File: src/sv/voxel_shape_fill_engine_top_defines.svh
// Assertion macros for the voxel shape fill engine.
// Included by the top level only; no other dependencies.
`ifndef VOXEL_SHAPE_FILL_ENGINE_TOP_DEFINES_SVH
`define VOXEL_SHAPE_FILL_ENGINE_TOP_DEFINES_SVH
// Implication checked on every clock, quiet during reset
`define VSF_ASSERT_IMP(label, clk, rst, ante, cons) \
   label: assert property (@(posedge clk) disable iff (rst) (ante) |-> (cons)) \
      else $error("%m: check failed");
// Next-cycle implication, quiet during reset
`define VSF_ASSERT_NEXT(label, clk, rst, ante, cons) \
   label: assert property (@(posedge clk) disable iff (rst) (ante) |=> (cons)) \
      else $error("%m: check failed");
`endif

File: src/sv/vsf_pkg.sv
// Package for the voxel shape fill engine: operation codes, register
// indexes, controller states and the controller/datapath command struct.
`timescale 1ns / 1ps
package vsf_pkg;
   typedef enum logic [3:0] {
      OP_SET_VOXEL = 4'd0, OP_CLR_VOXEL = 4'd1, OP_SET_BOX = 4'd2,
      OP_CLR_BOX = 4'd3, OP_SET_SPHERE = 4'd4, OP_CLR_SPHERE = 4'd5,
      OP_SET_ELLIP = 4'd6, OP_CLR_ELLIP = 4'd7, OP_READ_VOXEL = 4'd8
   } op_type;

   localparam logic [1:0] REG_RED = 2'd0, REG_GREEN = 2'd1, REG_BLUE = 2'd2,
                          REG_ALPHA = 2'd3;

   typedef enum logic [2:0] {
      ST_CLEAR, ST_IDLE, ST_CHECK, ST_SCAN, ST_READ, ST_RESP
   } state_type;

   // Controller to datapath
   typedef struct packed {
      logic clear_run;  // sweep writing zero words
      logic load;       // capture request, reset scan counter
      logic scan_run;   // advance scan counter, write hits
      logic read_go;    // issue single read
      logic single_wr;  // single voxel write
      logic rsp_load;   // capture response
      logic rsp_take;   // response consumed
   } cmd_type;

   // Datapath to controller
   typedef struct packed {
      logic scan_done;  // pipeline drained
      logic error;      // captured request is out of range
      logic noop;       // nothing to write, no error
      logic is_read;
      logic is_single;
      logic rsp_valid;
   } status_type;
endpackage

File: src/sv/vsf_ctrl.sv
// Controller state machine for the voxel shape fill engine.
// Depends on vsf_pkg.
`timescale 1ns / 1ps
module vsf_ctrl (
   input  logic                clock,
   input  logic                reset,
   input  logic                req_tvalid,
   output logic                req_tready,
   input  logic                rsp_tready,
   input  vsf_pkg::status_type sts,
   output vsf_pkg::cmd_type    cmd
);
   import vsf_pkg::*;

   state_type state_ff, state_in;

   // Hold state
   always_ff @(posedge clock) begin
      if (reset) state_ff <= ST_CLEAR;
      else       state_ff <= state_in;
   end

   // Next state
   always_comb begin
      state_in = state_ff;
      unique case (state_ff)
         ST_CLEAR: if (sts.scan_done) state_in = ST_IDLE;
         ST_IDLE:  if (req_tvalid) state_in = ST_CHECK;
         ST_CHECK: begin
            if (sts.error || sts.noop)  state_in = ST_RESP;
            else if (sts.is_read)       state_in = ST_READ;
            else if (sts.is_single)     state_in = ST_RESP;
            else                        state_in = ST_SCAN;
         end
         ST_SCAN:  if (sts.scan_done) state_in = ST_RESP;
         ST_READ:  state_in = ST_RESP;
         ST_RESP:  if (sts.rsp_valid && rsp_tready) state_in = ST_IDLE;
         default:  state_in = ST_IDLE;
      endcase
   end

   // Outputs
   always_comb begin
      cmd = '0;
      req_tready = 1'b0;
      unique case (state_ff)
         ST_CLEAR: cmd.clear_run = 1'b1;
         ST_IDLE: begin
            req_tready = 1'b1;
            cmd.load   = req_tvalid;
         end
         ST_CHECK: begin
            cmd.read_go   = sts.is_read && !sts.error;
            cmd.single_wr = sts.is_single && !sts.error && !sts.is_read;
            cmd.rsp_load  = sts.error || sts.noop || (sts.is_single && !sts.is_read);
         end
         ST_SCAN: begin
            cmd.scan_run = 1'b1;
            cmd.rsp_load = sts.scan_done;
         end
         ST_READ: cmd.rsp_load = 1'b1;
         ST_RESP: cmd.rsp_take = sts.rsp_valid && rsp_tready;
         default: ;
      endcase
   end
endmodule

File: config.mk
export PLATFORM = sky130hd
export DESIGN_NAME = vsf_ctrl
export DESIGN_NICKNAME = d
export VERILOG_FILES = /design/src/sv/voxel_shape_fill_engine_top_defines.svh /design/src/sv/vsf_pkg.sv /design/src/sv/vsf_ctrl.sv
export SDC_FILE = /design/constraint.sdc
export NUM_CORES = 1
export LEC_CHECK = 0
export BUFFER_PORTS_ARGS = -buffer_cell sky130_fd_sc_hd__buf_2
export CAP_MARGIN = 10
export CORE_AREA = 2 2 39 41
export CTS_BUF_LIST = sky130_fd_sc_hd__clkbuf_8
export CTS_CLUSTER_DIAMETER = 30
export CTS_CLUSTER_SIZE = 16
export DETAILED_ROUTE_END_ITERATION = 7
export DIE_AREA = 0 0 41 43
export PLACE_DENSITY = 0.57
export SETUP_SLACK_MARGIN = 0.2
export SKIP_CTS_REPAIR_TIMING = 1
export SLEW_MARGIN = 30
export SYNTH_ARGS = -nofsm -noshare
export SYNTH_HDL_FRONTEND = slang
export SYNTH_SLANG_ARGS = --single-unit
File: constraint.sdc
create_clock -name clock -period 1.2 [get_ports clock]
set_clock_uncertainty 0.05 [all_clocks]
set_input_delay 0.24 -clock clock [delete_from_list [all_inputs] [get_ports clock]]
set_output_delay 0.24 -clock clock [all_outputs]
set_load 0.1 [all_outputs]
# == Yosys cells after proc, flatten, opt, wreduce, memory -nomap -nowiden ==
# Index checks and enable logic that the tools add are counted.
# totals
output_inout_bits,8
regBits,3
wordCells,36
in_bits,10
# classes
muxes,15
eq_ne,9
n_reduce_logical,11
# ops
cell,count
3-bit two-way mux,7
3-bit one-hot mux with 6 select lines,1
"2-bit != test, second input constant",4
"3-bit by 2-bit == test with 1-bit output, second input constant",2
"3-bit == test, second input constant",2
1-bit logical AND,5
1-bit two-way mux,5
4-bit AND reduction,1
"3-bit by 1-bit == test with 1-bit output, second input constant",1
3-bit zero test,1
1-bit one-hot mux with 3 select lines,1
1-bit zero test,2
1-bit logical OR,2
2-bit two-way mux,1

# == Logic depth before layout (Yosys ltp) ==
# Gate-level depths: netlist of the first run.
# logic_depth
ltp_word,4
ltp_mapped,4
mapped_depth_nobuf,3

# == Worst setup path after synthesis of the first run ==
# Ideal clock, no wire load.
# synth_path
path_type,register to output
startpoint,register state_ff[1]
endpoint,output cmd[2] (netlist name)
required_time_ps,910
path_stages_with_launch,4
path_slack_ps,-2780
t_arrival_ps,3690
path_cell_list,dfxtp_1 buf_2 nand2b_4 nor4b_1
# synth_rtl
item,line,rtl
start: declaration,vsf_ctrl.sv:15,"state_type state_ff, state_in;"
start signal: assignment,vsf_ctrl.sv:20,else state_ff <= state_in;
end: declaration,vsf_ctrl.sv:11,output vsf_pkg::cmd_type cmd

==> flow_summary.json, run 1 <==
{
  "status": "complete, but fails checks",
  "violations": "setup timing",
  "dp_slack_ns": -0.271,
  "pwr-share-seq": 0.140,
  "clock-sinks": 3,
  "ys_ff_latch": 3,
  "top_regs": "state_ff (3)",
  "port_buffers": 17,
  "max_clock_freq_ghz": 0.616,
  "num_rows": 14,
  "maxSlewViolCount": 0,
  "finalSetupViolCount": 11,
  "grt_max_degree": 8,
  "wirelength_um": 1020,
  "first_pass_iters": 3,
  "synth_area_leaders": "dfxtp_1, nor2_1, nor3_4, nor3_1, a2111oi_2",
  "cellPowerDensity_nw_per_um2": 990,
  "n_antenna_cell": 0,
  "combPwrFrac": 0.501,
  "switchingPower_w": 0.000323,
  "swShare": 0.385,
  "drv_cap": 0,
  "place.gp.congestion": 0.714,
  "clk_path_buf_depth": 2,
  "place_hpwl_um": 789,
  "p_leak_nw": 0.341,
  "crit_fanout": 5,
  "period_share": 1.35,
  "die_x_um": 41,
  "stdcell_count": 86,
  "worstHoldStart": "reset",
  "startpoint": "state_ff[0]$_SDFFE_PP0P_",
  "hold_class": "input port to register",
  "synthFlopType": "dfxtp_1",
  "internal_power_w": 0.000515,
  "synth_most_common_cell": "nor2_1",
  "hold_violations": 0,
  "clkLatencyLatePin_ns": 0.22,
  "arrival_ns": 1.33,
  "grt_pass1_vias": 436,
  "top_register": "state_ff",
  "cts-root-buf": "clkbuf_8",
  "async_flop_share": 0,
  "synth_area_leader_cell": "dfxtp_1",
  "placedCellCount": 81,
  "synth.avg_cell_area_um2": 8.28,
  "rsz0062_at_grt": "true",
  "worst_pin_slew_ns": 0.320,
  "path_delay_family": "simple AND/OR/NAND/NOR gates",
  "synth_cell_types": 23,
  "cts_buffers": 3,
  "slowest_delay_ns": 0.38,
  "cp-start-kind": "register",
  "initial_core_util": 0.203,
  "cp_slowest_cell": "or3_4",
  "dieArea_um2": 1760,
  "syn_nets": 44,
  "syn_inst": 34,
  "synth_top_area_frac": 0.213,
  "cts_tree": "built",
  "grtUsageTotal": 0.137,
  "required_ns": 0.91,
  "synthesis.area_um2": 282,
  "htree_levels": 1,
  "drive_gt1_frac": 0.814,
  "grt_overflow_total": 0,
  "setup.worst_path.class": "register to output pin",
  "post_drt_wl_per_cell_um": 11.9,
  "vias_per_cell": 4.72,
  "area_growth_pct": 200,
  "max_slew_margin": 0.786,
  "fin_tns_setup_ns": -3.08,
  "drc": 0,
  "nets": 81,
  "yosys_warnings": 0,
  "power_frac_clock": 0.360,
  "drt-initial-drc-count": 4,
  "cp_cell_sequence": "or3_4 > nor2_4 > o31ai_4 > buf_12",
  "end_kind": "output pin",
  "period_minus_slack_ns": 1.62,
  "core-area_um2": 1380,
  "crit_buf_inv": 1,
  "worstReg2RegStart": "state_ff[0]$_SDFFE_PP0P_",
  "worst_slack_ns": -0.424,
  "vias": 406,
  "clk_pin_slew_ns": 0.04,
  "ir_drop_uv": 353,
  "seq_area_frac_synth": 0.213,
  "grt_pass1_wl_um": 1650,
  "postRouteAntennaNets": 0,
  "die-height_um": 43,
  "synth_edf_count": 0,
  "grt_antenna_before_repair": 0,
  "largest_reg_flops": 3,
  "pin_count": 18,
  "ys_top_cells_by_count": "nor2_1, dfxtp_1, inv_1, nor3_1"
}
==> stage by stage <==
step	hold slack, ns	power, W	utilization	cell area [µm²]
5_1_grt	0.204	0.000870	0.611	846
2_1_floorplan	0.253	0.000329	-	378
3_3_place_gp	0.409	0.000496	0.527	729
6_report	0.188	0.000837	0.611	846
4_1_cts	0.181	0.000804	0.560	774
3_5_place_dp	0.413	0.000500	0.527	729
==> placed cells by master, fill, tap and decap left out, drive strengths merged <==
cell type | synthesis | layout
buf | 1 | 33
nor2 | 6 | 6
nor3 | 4 | 4
inv | 3 | 3
clkbuf | 0 | 3
dfxtp | 3 | 3
nand2b | 2 | 2
nor4b | 2 | 2
nor2b | 2 | 2
clkinvlp | 0 | 1
or3 | 1 | 1
nand2 | 1 | 1
o31ai | 1 | 1
nand3 | 1 | 1
nor4 | 1 | 1
or3b | 1 | 1
o41ai | 1 | 1
a2111oi | 1 | 1
a211oi | 1 | 1
mux2i | 1 | 1
a22o | 1 | 1
==> area by class of cell <==
cell class,instances,area [µm²]
Clock buffer,3,41.3
Clock inverter,1,3.75
Fill cell,104,538
Inverter,3,15.0
Multi-Input combinational cell,27,335
Sequential cell,3,68.8
Tap cell,16,20.0
Timing Repair Buffer,33,362
==> power groups by stage <==
| stage | Combinational (W) | Sequential, W | Clock [W] |
|---|---|---|---|
| 3_5_place_dp | 0.000382 | 0.000118 | 0 |
| 5_1_grt | 0.000437 | 0.000118 | 0.000315 |
| 3_3_place_gp | 0.000379 | 0.000117 | 0 |
| 6_report | 0.000419 | 0.000117 | 0.000301 |
| 2_1_floorplan | 0.000204 | 0.000125 | 0 |
| 4_1_cts | 0.000383 | 0.000117 | 0.000304 |
==> path summary, 6_finish.rpt <==
kind	end	slack, ns	cells after the start
setup / recovery	cmd[1]	-0.42	4
hold reg to reg	state_ff[2]$_SDFFE_PP0P_	0.64	3
hold / removal	state_ff[0]$_SDFFE_PP0P_	0.19	2
setup reg to reg	state_ff[2]$_SDFFE_PP0P_	-0.27	5
==> cells by family after synthesis <==
group / count (synthesis) / synth area share
flip-flops: 3 / 0.213
AND/OR/NAND/NOR: 21 / 0.524
multiplexers: 1 / 0.0356
buffers and inverters: 4 / 0.0578
AO/OA/AOI/OAI: 5 / 0.169
==> routing by layer <==
metal,GRT usage,vias to the layer above,part of all wire
met4,0.0800,0,0.024
met5,0,-,0
met3,0.0366,3,0.033
met2,0.216,11,0.53
met1,0.157,191,0.41
li1,-,201,-
Note: power is estimated with default switching activity, not from simulation.
==> inputs of run 2 (changes only) <==
Settings changed: GPL_TIMING_DRIVEN set to 0, SLEW_MARGIN 30 to 20.
==> run 2 against run 1 <==
Combinational power down 7.9%. Total power down 5.5%. Sequential power up 3%. Setup slack worse by 0.022 ns. Critical path depth unchanged. Global-route usage down 2.6 points. The run still ends with setup timing left. Core utilization down 4.3 points. Clock power down 6%. Critical endpoint unchanged. Final cell count unchanged. Sequential share of layout area up 0.62 points. Critical path type unchanged.
==> flow_summary.json, run 2 (synthesized netlist as in run 1, its figures left out) <==
{
  "hold_violations": 0,
  "vias": 406,
  "maxSlewViolCount": 0,
  "grt_pass1_vias": 290,
  "cts_buffers": 3,
  "hold-worst-slack_ns": 0.218,
  "clk_pin_slew_ns": 0.03,
  "drc": 0,
  "wl_met2_um": 514,
  "pwr-share-seq": 0.153,
  "cellPowerDensity_nw_per_um2": 1010,
  "combPwrFrac": 0.488,
  "timing.reg2reg.setup_slack_ns": -0.12,
  "end_kind": "output pin",
  "clkLatencyLatePin_ns": 0.22,
  "power_frac_clock": 0.359,
  "ir_drop_uv": 483,
  "cts-root-buf": "clkbuf_8",
  "regArea_um2": 68.8,
  "startpoint": "state_ff[0]$_SDFFE_PP0P_",
  "worstReg2RegStart": "state_ff[0]$_SDFFE_PP0P_",
  "rsz0062_at_grt": "true",
  "largest_reg_flops": 3,
  "postRouteAntennaNets": 0,
  "stdcell_count": 86,
  "grt_overflow_total": 0,
  "n_antenna_cell": 0,
  "p_leak_nw": 0.321,
  "setup.worst_path.class": "register to output pin",
  "swShare": 0.384,
  "drive_gt1_frac": 0.800,
  "dp_slack_ns": -0.448,
  "area_growth_pct": 179,
  "utilization": 0.568,
  "mostFrequentLayoutCells": "buf_4, buf_2, buf_6",
  "fin_tns_setup_ns": -3.06,
  "post_drt_wl_per_cell_um": 12.2,
  "finalSetupViolCount": 11,
  "vias_per_cell": 4.72,
  "cts_tree": "built",
  "core-area_um2": 1380,
  "grtUsageTotal": 0.112,
  "drv_cap": 0,
  "multiInputGateArea_um2": 323,
  "switchingPower_w": 0.000304,
  "first_pass_iters": 2,
  "wl_met1_um": 473,
  "hold_class": "input port to register",
  "dieArea_um2": 1760,
  "top_regs": "state_ff (3)",
  "max_slew_margin": 0.829,
  "reg2reg_to": "state_ff[0]$_SDFFE_PP0P_",
  "placedCellCount": 67,
  "period_share": 1.37,
  "highest_layer": "met4",
  "num_rows": 14,
  "violations": "setup timing",
  "fillers": 120,
  "clk_path_buf_depth": 2,
  "port_buffers": 17,
  "worstHoldStart": "reset",
  "required_ns": 0.91,
  "dr_wl_met3_um": 50,
  "r2r_cells": 4,
  "period_minus_slack_ns": 1.65,
  "nets": 81,
  "drt-initial-drc-count": 1,
  "pin_count": 18,
  "clock-sinks": 3,
  "final_common_cell": "buf_4",
  "crit_fanout": 7,
  "worst_pin_slew_ns": 0.256,
  "grt_max_degree": 9,
  "worst_slack_ns": -0.446,
  "top_register": "state_ff",
  "die_x_um": 41,
  "htree_levels": 1,
  "place.gp.congestion": 0.703,
  "initial_core_util": 0.203,
  "crit_path_end": "cmd[1]",
  "wirelength_um": 1050,
  "status": "complete, but fails checks",
  "internal_power_w": 0.000487,
  "grt_pass1_wl_um": 1290,
  "die-height_um": 43,
  "grt_antenna_before_repair": 0,
  "max_clock_freq_ghz": 0.608,
  "cp-start-kind": "register",
  "arrival_ns": 1.36,
  "holdPathStages": 2
}
[run 2: cell counts in the layout (fill, tap and decap cells not counted)]
Identical to the previous run, type by type.
[run 2: power by group through the flow]
| stage | Clock [W] | Sequential (W) | Combinational [W] |
|---|---|---|---|
| after floorplan | 0 | 0.000125 | 0.000204 |
| after global placement | 0 | 0.000130 | 0.000248 |
| after detailed placement | 0 | 0.000130 | 0.000250 |
| after CTS | 0.000291 | 0.000128 | 0.000250 |
| after global routing | 0.000301 | 0.000122 | 0.000402 |
| final | 0.000284 | 0.000121 | 0.000386 |
[run 2: worst min-delay path by stage]
stage,end,slack (ns)
after CTS,state_ff[0]$_SDFFE_PP0P_,0.19
after floorplan,state_ff[0]$_SDFFE_PP0P_,0.25
after global placement,state_ff[0]$_SDFFE_PP0P_,0.41
after detailed placement,state_ff[0]$_SDFFE_PP0P_,0.41
after global routing,state_ff[0]$_SDFFE_PP0P_,0.22
final,state_ff[0]$_SDFFE_PP0P_,0.22
[run 2: per-stage QoR]
stage               instance area [µm²]  total power [W]
floorplan                           378         0.000329
detailed placement                  483         0.000379
CTS                                 528         0.000669
global route                        786         0.000826
finish                              786         0.000791
global placement                    483         0.000379
[run 2: area by class of cell]
class | count | share of cell area
Buffer | 1 | 0.0143
Clock inverter | 1 | 0.00478
Sequential cell | 3 | 0.0876
Timing Repair Buffer | 32 | 0.385
Multi-Input combinational cell | 27 | 0.411
Tap cell | 16 | 0.0255
Inverter | 3 | 0.0191
Clock buffer | 3 | 0.0525
[run 2: worst max-delay path, stage by stage, from the launching register on]
cell	delay, ns
dfxtp_4	0.36
or3_4	0.39
nor2_4	0.13
o31ai_4	0.09
buf_12	0.17
[run 2: per-layer routing]
layer / up-vias / global-route usage
met5: - / 0
met4: 0 / 0.0800
met3: 2 / 0.0471
met2: 12 / 0.141
met1: 193 / 0.145
li1: 199 / -
==> inputs of run 3 (changes only) <==
Settings changed: MAX_ROUTING_LAYER set to met4.
==> run 3 against run 2 <==
The flow still finishes with violations (setup timing). Setup slack improved by 0.00083 ns. Non-clock buffer count unchanged. Flip-flop and latch count unchanged. Sequential share of layout area unchanged. Critical path depth decreased by 1. Combinational power about the same. Core utilization unchanged. Total power about the same. Global-route usage increased by 0.28 points. Maximum frequency about the same. Clock power about the same. Register-to-register slack about the same. Largest cell class unchanged.
==> flow_summary.json, run 3 (synthesized netlist as in run 1, its figures left out) <==
{
  "grt_antenna_before_repair": 0,
  "grt_pass1_wl_um": 1290,
  "holdPathStages": 2,
  "hold_violations": 0,
  "path_delay_family": "simple AND/OR/NAND/NOR gates",
  "drc": 0,
  "place.gp.congestion": 0.711,
  "end_kind": "output pin",
  "max_clock_freq_ghz": 0.608,
  "mostFrequentLayoutCells": "buf_4, buf_2, buf_6",
  "cts_tree": "built",
  "largest_reg_flops": 3,
  "first_pass_iters": 3,
  "arrival_ns": 1.36,
  "crit_fanout": 7,
  "period_minus_slack_ns": 1.65,
  "timing.reg2reg.setup_slack_ns": -0.12,
  "worstReg2RegStart": "state_ff[0]$_SDFFE_PP0P_",
  "place_area_um2": 483,
  "path_depth": 3,
  "drv_cap": 0,
  "cts_buffers": 3,
  "die_x_um": 41,
  "period_share": 1.37,
  "cp-start-kind": "register",
  "post_drt_wl_per_cell_um": 12.2,
  "rsz0062_at_grt": "true",
  "initial_core_util": 0.203,
  "required_ns": 0.91,
  "hold-path-endpoint": "state_ff[0]$_SDFFE_PP0P_",
  "fillers": 120,
  "startpoint": "state_ff[2]$_SDFFE_PP0P_",
  "top_register": "state_ff",
  "violations": "setup timing",
  "cp_slowest_cell": "dfxtp_4",
  "clkLatencyLatePin_ns": 0.22,
  "setup.worst_path.class": "register to output pin",
  "reg2reg_to": "state_ff[0]$_SDFFE_PP0P_",
  "p_leak_nw": 0.321,
  "postRouteAntennaNets": 0,
  "port_buffers": 17,
  "maxSlewViolCount": 0,
  "ir_drop_uv": 483,
  "fin_area_um2": 786,
  "pin_count": 18,
  "finalSetupViolCount": 11,
  "cp_cell_sequence": "nand2b_4 > nor4b_4 > buf_6",
  "max_slew_margin": 0.829,
  "num_rows": 14,
  "hold_class": "input port to register",
  "grt_pass1_vias": 291,
  "status": "complete, but fails checks",
  "worst_slack_ns": -0.445,
  "vias": 409,
  "wirelength_um": 1050,
  "n_antenna_cell": 0,
  "cts-root-buf": "clkbuf_8",
  "final_common_cell": "buf_4",
  "multiInputGateArea_um2": 323,
  "drt-initial-drc-count": 1,
  "drive_gt1_frac": 0.800,
  "r2r_cells": 4,
  "vias_per_cell": 4.76,
  "grt_max_degree": 9,
  "top_regs": "state_ff (3)",
  "clk_path_buf_depth": 2,
  "grtUsageTotal": 0.114,
  "clock-sinks": 3,
  "slowest_delay_ns": 0.35,
  "htree_levels": 1,
  "utilization": 0.568,
  "core-area_um2": 1380,
  "crit_buf_inv": 1,
  "clk_pin_slew_ns": 0.03,
  "grt_overflow_total": 0,
  "die-height_um": 43,
  "worst_pin_slew_ns": 0.256,
  "cellPowerDensity_nw_per_um2": 1010,
  "worstHoldStart": "reset",
  "dieArea_um2": 1760,
  "area_growth_pct": 179,
  "nets": 81,
  "regArea_um2": 68.8
}
==> run 3: cell counts in the layout (fill, tap and decap cells not counted) <==
Identical to the previous run, type by type.
==> run 3: worst max path at each step <==
stage	end	slack [ns]
5_1_grt	cmd[3]	-0.49
3_3_place_gp	cmd[1]	-0.45
3_5_place_dp	cmd[1]	-0.45
2_1_floorplan	state_ff[0]$_SDFFE_PP0P_	-0.82
6_report	cmd[3]	-0.45
4_1_cts	cmd[1]	-0.68
==> run 3: through the flow <==
step                hold slack, ns  setup WS, ns  std cells  TNS [ns]  total power [W]
finish                       0.218        -0.445         86     -3.05         0.000791
global route                 0.219        -0.492         86     -3.65         0.000826
CTS                          0.189        -0.675         71     -4.43         0.000669
detailed placement           0.413        -0.448         67     -2.57         0.000379
global placement             0.410        -0.451         67     -2.58         0.000379
floorplan                    0.253        -0.816         34     -5.49         0.000329
==> run 3: power breakdown <==
part	internal (W)	switching [W]
clock network	0.000218	0.0000664
registers	0.000108	0.0000131
logic	0.000162	0.000224
==> run 3: layout make-up <==
type                            count  area share
Clock inverter                      1     0.00478
Multi-Input combinational cell     27       0.411
Buffer                              1      0.0143
Clock buffer                        3      0.0525
Tap cell                           16      0.0255
Sequential cell                     3      0.0876
Timing Repair Buffer               32       0.385
Inverter                            3      0.0191
==> run 3: layer usage <==
layer	part of all wire	wire [µm]	global-route usage	up-vias
li1	-	-	-	200
met1	0.45	471	0.145	193
met2	0.49	509	0.141	12
met3	0.048	50	0.0471	4
met4	0.016	17	0.0800	0
met5	0	0	-	-
==> run 3: worst register-to-register path, delay by kind of cell, from the launching register on <==
kind | cells | cell delay, ns
flip-flops | 1 | 0.39
AO/OA/AOI/OAI | 2 | 0.35
buffers and inverters | 2 | 0.41
